`config.mk`:
```
export PLATFORM = sky130hd
export DESIGN_NAME = mhs_ctrl
export DESIGN_NICKNAME = d
export VERILOG_FILES = /design/src/rtl/mhs_pkg.sv /design/src/rtl/mhs_ctrl.sv
export SDC_FILE = /design/constraint.sdc
export NUM_CORES = 1
export LEC_CHECK = 0
export BUFFER_PORTS_ARGS = -buffer_cell sky130_fd_sc_hd__buf_4
export CORE_AREA = 3 3 40 42
export DETAILED_ROUTE_END_ITERATION = 8
export DIE_AREA = 0 0 43 45
export HOLD_SLACK_MARGIN = 0.05
export RECOVER_POWER = 25
export SLEW_MARGIN = 15
export SYNTH_ARGS = -nofsm -noshare
export SYNTH_HDL_FRONTEND = slang
export SYNTH_SLANG_ARGS = --single-unit
```
`constraint.sdc`:
```
create_clock -name clk -period 2.45 [get_ports clk]
set_input_delay 0.735 -clock clk [delete_from_list [all_inputs] [get_ports clk]]
set_output_delay 0.735 -clock clk [all_outputs]
set_load 0.005 [all_outputs]
```
`src/rtl/mhs_pkg.sv`:
```
`timescale 1ns / 1ps
// ----------------------------------------------------------------------------
// mhs_pkg
// shared widths, codes and the controller/datapath command and status groups
// ----------------------------------------------------------------------------
package mhs_pkg;

	localparam int IDX_W       = 6;
	localparam int COEF_W      = 20;
	localparam int VAL_W       = 32;
	// a*x+b with a, b of 20 bits and x of 32 bits stays below 2^53
	localparam int PROD_W      = 53;
	localparam int TABLE_DEPTH = 64;

	localparam logic [VAL_W-1:0] RESET_MODULUS = 32'd1000003;

	localparam logic MODE_LOAD = 1'b0;
	localparam logic MODE_ELEM = 1'b1;

	typedef struct packed {
		logic tbl_wr;
		logic elem_start;
		logic issue_en;
		logic out_rd;
		logic out_ld;
		logic clear_min;
	} cmd_t;

	typedef struct packed {
		logic issue_last;
		logic pipe_busy;
		logic out_free;
		logic out_last;
	} stat_t;

endpackage

```
`src/rtl/mhs_ctrl.sv`:
```
`timescale 1ns / 1ps
// ----------------------------------------------------------------------------
// mhs_ctrl
// sequencer: accept, hash issue, pipe drain, signature readout
// ----------------------------------------------------------------------------
module mhs_ctrl import mhs_pkg::*; (
	input  logic  clk,
	input  logic  arst_n,
	input  logic  in_valid,
	output logic  in_stall,
	input  logic  mode,
	input  logic  last_element,
	input  stat_t status,
	output cmd_t  cmd
);

	typedef enum logic [4:0] {
		S_IDLE   = 5'b00001,
		S_ISSUE  = 5'b00010,
		S_DRAIN  = 5'b00100,
		S_OUT_RD = 5'b01000,
		S_OUT_LD = 5'b10000
	} state_t;

	state_t state_q, state_d;
	logic   last_q;
	logic   accept;

	assign in_stall = (state_q != S_IDLE);
	assign accept   = in_valid && !in_stall;

	always_comb begin
		state_d       = state_q;
		cmd           = '0;
		cmd.tbl_wr    = accept && (mode == MODE_LOAD);
		cmd.elem_start = accept && (mode == MODE_ELEM);
		unique case (state_q)
			S_IDLE: begin
				if (cmd.elem_start) state_d = S_ISSUE;
			end
			S_ISSUE: begin
				cmd.issue_en = 1'b1;
				if (status.issue_last) state_d = S_DRAIN;
			end
			S_DRAIN: begin
				if (!status.pipe_busy) state_d = last_q ? S_OUT_RD : S_IDLE;
			end
			S_OUT_RD: begin
				cmd.out_rd = 1'b1;
				state_d    = S_OUT_LD;
			end
			S_OUT_LD: begin
				if (status.out_free) begin
					cmd.out_ld = 1'b1;
					if (status.out_last) begin
						cmd.clear_min = 1'b1;
						state_d       = S_IDLE;
					end else begin
						cmd.out_rd = 1'b1;
					end
				end
			end
			default: state_d = S_IDLE;
		endcase
	end

	always_ff @(posedge clk or negedge arst_n) begin
		if (!arst_n) begin
			state_q <= S_IDLE;
			last_q  <= 1'b0;
		end else begin
			state_q <= state_d;
			if (cmd.elem_start) last_q <= last_element;
		end
	end

endmodule

```
==> impl_metrics.yaml, run 1 <==
critical_path:
  worst_setup_path_end_kind: "output port"
  reg2reg_from: "state_q[3]"
  startpoint_type: "register"
  crit_end: "cmd[0]"
  rr_endpoint: "state_q[0]"
  r2r_setup_slack_ps: 1050
  cp-startpoint: "state_q[1]"
  worst-setup-path-type: "reg -> out"
  required_ps: 1710
  cp_max_fo: 7
  slowest_stage: "dfrtp_1"
  crit_chain: "nor4_1, and3_2, and2_1, buf_4"
  ff2ff_path_depth: 3
  slowest_delay_ps: 450
  cp_data_arrival_time_ps: 1580
logic_synthesis:
  ys.flop_type: "dfrtp_1"
  yosys_register_bits: 6
  synthArstFlopShare_pct: 100
  syn-instance-count: 46
  syn_avg_cell_area_um2: 9.66
  ys_top_cells_by_area: "dfrtp_1 (28%), a2111oi_4 (6.2%), dfstp_2 (5.9%)"
  synth_edf_count: 0
  yosysWarnings: 0
  syn_nets: 55
  seq_area_frac_synth_pct: 34.1
  synth_top_cell_area_share_pct: 28.2
  yosys.area.top_type: "dfrtp_1"
  ys_types: 29
  syn_area_um2: 444
drt:
  vias: 401
  postRouteAntennaNets: 0
  wl_per_cell_um: 11.7
  drc: 0
  first_iter_violations: 6
  drtPass1Iterations: 4
  wl_um: 903
  via_per_inst: 5.21
run:
  drv_cap: 0
sta:
  fmax_mhz: 431
  fin_crit_ps: 2320
  drv_slew: 0
  rsz0062_at_grt: "false"
  fin_skew_ps: 7.92
  layout_setup_ws_ps: 131
  period_share_pct: 94.6
  fin_setup_tns_ps: 0
  finalSetupViolCount: 0
  slew_headroom_pct: 73.3
  tightest_slew_ps: 397
  hold_viol_final: 0
finish:
  syn2layout_area_growth_pct: 28.7
  finalNetCount: 72
  layout_commonest_cell: "buf_4"
  antenna_cells: 0
  drive_gt1_share_pct: 40.3
  layout_common_cells: "buf_4 (14), dfrtp_1 (5), nor2_1 (4)"
power_and_ir_drop:
  ir_drop_mv: 0.346
  swShare_pct: 33.6
  intPower_mw: 0.271
  power_density_nw_per_um2: 715
  power.leakage_nw: 0.273
  design_power_total_mw: 0.409
  p_switching_mw: 0.137
  clkPwrFrac_pct: 23.2
  pwr-share-seq_pct: 40.2
  combPwrFrac_pct: 36.6
run_status:
  status: "finished clean"
cts:
  cts.htree.levels: 1
  ctsResizeCount: 0
  clkSinkCount: 6
  cts_hold_buf: 0
  clock_latency_ps: 240
  cts-buffers-inserted: 3
  cts_setup_buffers: 0
  clk_pin_slew_ps: 50
  root_buffer: "clkbuf_4"
  cts.path.max_buffers: 2
  cts_tree: "built"
floorplan:
  die_area_um2: 1940
  die_w_um: 43
  rows: 13
  initial_core_util_pct: 34.6
  ios: 16
  die_h_um: 45
  core_area_um2: 1280
global_route:
  met2_usage_pct: 15.9
  overflow: 0
  busiest_layer: "met2"
  globalRouteTotalUtil_pct: 9.90
  grtUsageMet1_pct: 11.8
  grt_pass1_wl_mm: 1.39
  grt_use_met3_pct: 1.99
  antenna_found_initial: 0
  grt_max_degree: 10
  first_global_vias: 349
worst_hold_path:
  holdCritPathClass: "in -> async"
place:
  hpwlAfterDp_um: 727
  pre_cts_ws_ps: 366
  place.gp.congestion: 0.655
  port_buffers: 15
[kinds of logic (layout without fill, tap and decap cells)]
family,after synthesis,after routing,share of synthesized area (%)
AO/OA/AOI/OAI,9,9,21.4
buffers and inverters,6,22,8.45
flip-flops,6,6,34.1
multiplexers,1,1,2.54
AND/OR/NAND/NOR,24,24,33.5
[critical path, delay by kind of cell (launching register included)]
kind,cells,cell delay (ps)
buffers and inverters,1,100
flip-flops,1,450
AND/OR/NAND/NOR,3,800
[Yosys cell counts, types with 2 or more instances]
cell	n
nand4_1	2
nor4_1	3
and2_1	2
buf_4	2
nand2_1	3
and3b_1	2
inv_1	3
dfrtp_1	5
nor2_1	4
[layout make-up]
class                   instances  area, µm²
inverters                       3       11.3
flip-flops and latches          6        151
multi-input cells              34        255
fillers                       131        713
well taps                      15       18.8
clock buffers                   4       26.3
repair buffers                 15        109
[through the flow]
| stage | cells | utilization, % | instance area, µm² | hold WS (ps) |
|---|---|---|---|---|
| 4_1_cts | 77 | 44.8 | 576 | 279 |
| 2_1_floorplan | 46 | - | 444 | 439 |
| 5_1_grt | 77 | 44.5 | 572 | 372 |
| 6_report | 77 | 44.5 | 572 | 350 |
| 3_3_place_gp | 73 | 42.7 | 549 | 544 |
| 3_5_place_dp | 73 | 42.7 | 549 | 543 |
[flip-flops by register name, indices dropped and copies added (netlist names)]
register and count:
state_q 5, last_q 1
[metal layers]
metal,part of all wire [%],routed length [µm]
met1,45,403
met2,49,438
met3,6.6,60
met4,0,0
met5,0,0
[worst min-delay path by stage]
stage	startpoint	end	slack, ps	cells after the start
4_1_cts	arst_n	state_q[3]	280	1
3_5_place_dp	arst_n	last_q	540	1
2_1_floorplan	arst_n	last_q	440	0
5_1_grt	arst_n	state_q[3]	370	1
3_3_place_gp	arst_n	state_q[1]	540	1
6_report	arst_n	state_q[3]	350	1
[power groups by stage]
stage | Combinational (mW) | Clock (mW) | Sequential, mW
floorplan | 0.108 | 0 | 0.149
global placement | 0.151 | 0 | 0.168
detailed placement | 0.152 | 0 | 0.166
CTS | 0.153 | 0.101 | 0.164
global route | 0.166 | 0.102 | 0.171
finish | 0.150 | 0.0947 | 0.164
Power figures use the tool's default switching activity.
==> inputs of run 2 (changes only) <==
Settings changed: PLACE_DENSITY set to 0.66.
==> run 2 against run 1 <==
Die area unchanged; clock-buffer cell count unchanged; cell count unchanged; critical endpoint unchanged.
==> impl_metrics.yaml, run 2 (synthesized netlist as in run 1, its figures left out) <==
sta:
  hold_viol_final: 0
  tightest_slew_ps: 365
  holdWs_ps: 348
  drv_slew: 0
  period_share_pct: 93.3
  fin_crit_ps: 2290
  slew_headroom_pct: 75.5
  finalSetupViolCount: 0
  rsz0062_at_grt: "false"
  fin_setup_tns_ps: 0
  fmax_mhz: 437
  fin_skew_ps: 5.25
drt:
  wl_um: 894
  wl_per_cell_um: 11.6
  postRouteAntennaNets: 0
  drc: 0
  via_per_inst: 4.88
  first_iter_violations: 5
  drtPass1Iterations: 4
  vias: 376
floorplan:
  rows: 13
  core_area_um2: 1280
  ios: 16
  initial_core_util_pct: 34.6
  die_h_um: 45
  die_w_um: 43
  die_area_um2: 1940
cts:
  clock_latency_ps: 240
  cts_setup_buffers: 0
  cts.htree.levels: 1
  clk_pin_slew_ps: 50
  cts-buffers-inserted: 3
  cts.path.max_buffers: 2
  clkSinkCount: 6
  cts_tree: "built"
  ctsResizeCount: 0
  cts_hold_buf: 0
  root_buffer: "clkbuf_4"
finish:
  antenna_cells: 0
  drive_gt1_share_pct: 40.3
  largest_reg_flops: 5
  top_regs: "state_q: 5 flops, last_q: 1 flops"
  finalNetCount: 72
  largest_register: "state_q"
  fillers: 137
  syn2layout_area_growth_pct: 28.7
  ff_latch_area_um2: 151
  layout_commonest_cell: "buf_4"
  multiInputGateArea_um2: 255
  layout_common_cells: "buf_4 (14), dfrtp_1 (5), nor2_1 (4)"
critical_path:
  worst-setup-path-type: "reg -> out"
  slowest_delay_ps: 450
  required_ps: 1710
  crit_chain: "nor4_1, and3_2, and2_1, buf_4"
  cp_max_fo: 7
  cp_data_arrival_time_ps: 1550
  slowest_stage: "dfrtp_1"
  critPathBufInv: 1
  critical_path.top_delay_family: "simple AND/OR/NAND/NOR gates"
  worst_setup_path_end_kind: "output port"
  startpoint_type: "register"
global_route:
  grt_pass1_wl_mm: 1.45
  globalRouteTotalUtil_pct: 10.2
  antenna_found_initial: 0
  grt_max_degree: 10
  first_global_vias: 355
  overflow: 0
place:
  port_buffers: 15
  place.gp.congestion: 0.754
  hpwlAfterDp_um: 744
worst_hold_path:
  holdCritPathClass: "in -> async"
power_and_ir_drop:
  power_density_nw_per_um2: 708
  power.leakage_nw: 0.273
  ir_drop_mv: 0.334
run_status:
  status: "finished clean"
run:
  drv_cap: 0
==> run 2: final timing paths <==
kind                       cells past startpoint  slack [ps]        from         end
max                                            4         160  state_q[1]      cmd[0]
min                                            1         350      arst_n  state_q[2]
max reg2reg                                    3        1060  state_q[0]      last_q
min reg2reg                                    1         540      last_q      last_q
max in group asynchronous                      1        1820      arst_n  state_q[0]
min in group clk                               1         540      last_q      last_q
==> run 2: per-layer routing <==
layer	wire [µm]	track usage [%]
met5	0	0
met4	0	7.23
met3	19	1.20
met2	463	15.3
met1	410	13.5
==> run 2: area by class of cell <==
class                      count  share of cell area [%]
clock buffer                   4                    4.60
timing repair buffer          15                    19.0
tap                           15                    3.28
multi-input combinational     34                    44.6
inverter                       3                    1.97
sequential                     6                    26.5
==> run 2: where the power goes <==
part / internal [mW] / switching (mW) / total [mW]
clock: 0.0615 / 0.0322 / 0.0937
sequential: 0.129 / 0.0348 / 0.163
combinational: 0.0812 / 0.0666 / 0.148
total: 0.271 / 0.134 / 0.405
==> run 2: metrics by stage <==
| step | std cells | total power [mW] | utilization, % | setup WS, ps | instance area (µm²) |
|---|---|---|---|---|---|
| after floorplan | 46 | 0.258 | - | 565 | 444 |
| after global placement | 73 | 0.314 | 42.7 | 384 | 549 |
| after detailed placement | 73 | 0.316 | 42.7 | 357 | 549 |
| after CTS | 77 | 0.414 | 44.8 | 152 | 576 |
| after global routing | 77 | 0.437 | 44.5 | 63.9 | 572 |
| final | 77 | 0.405 | 44.5 | 163 | 572 |
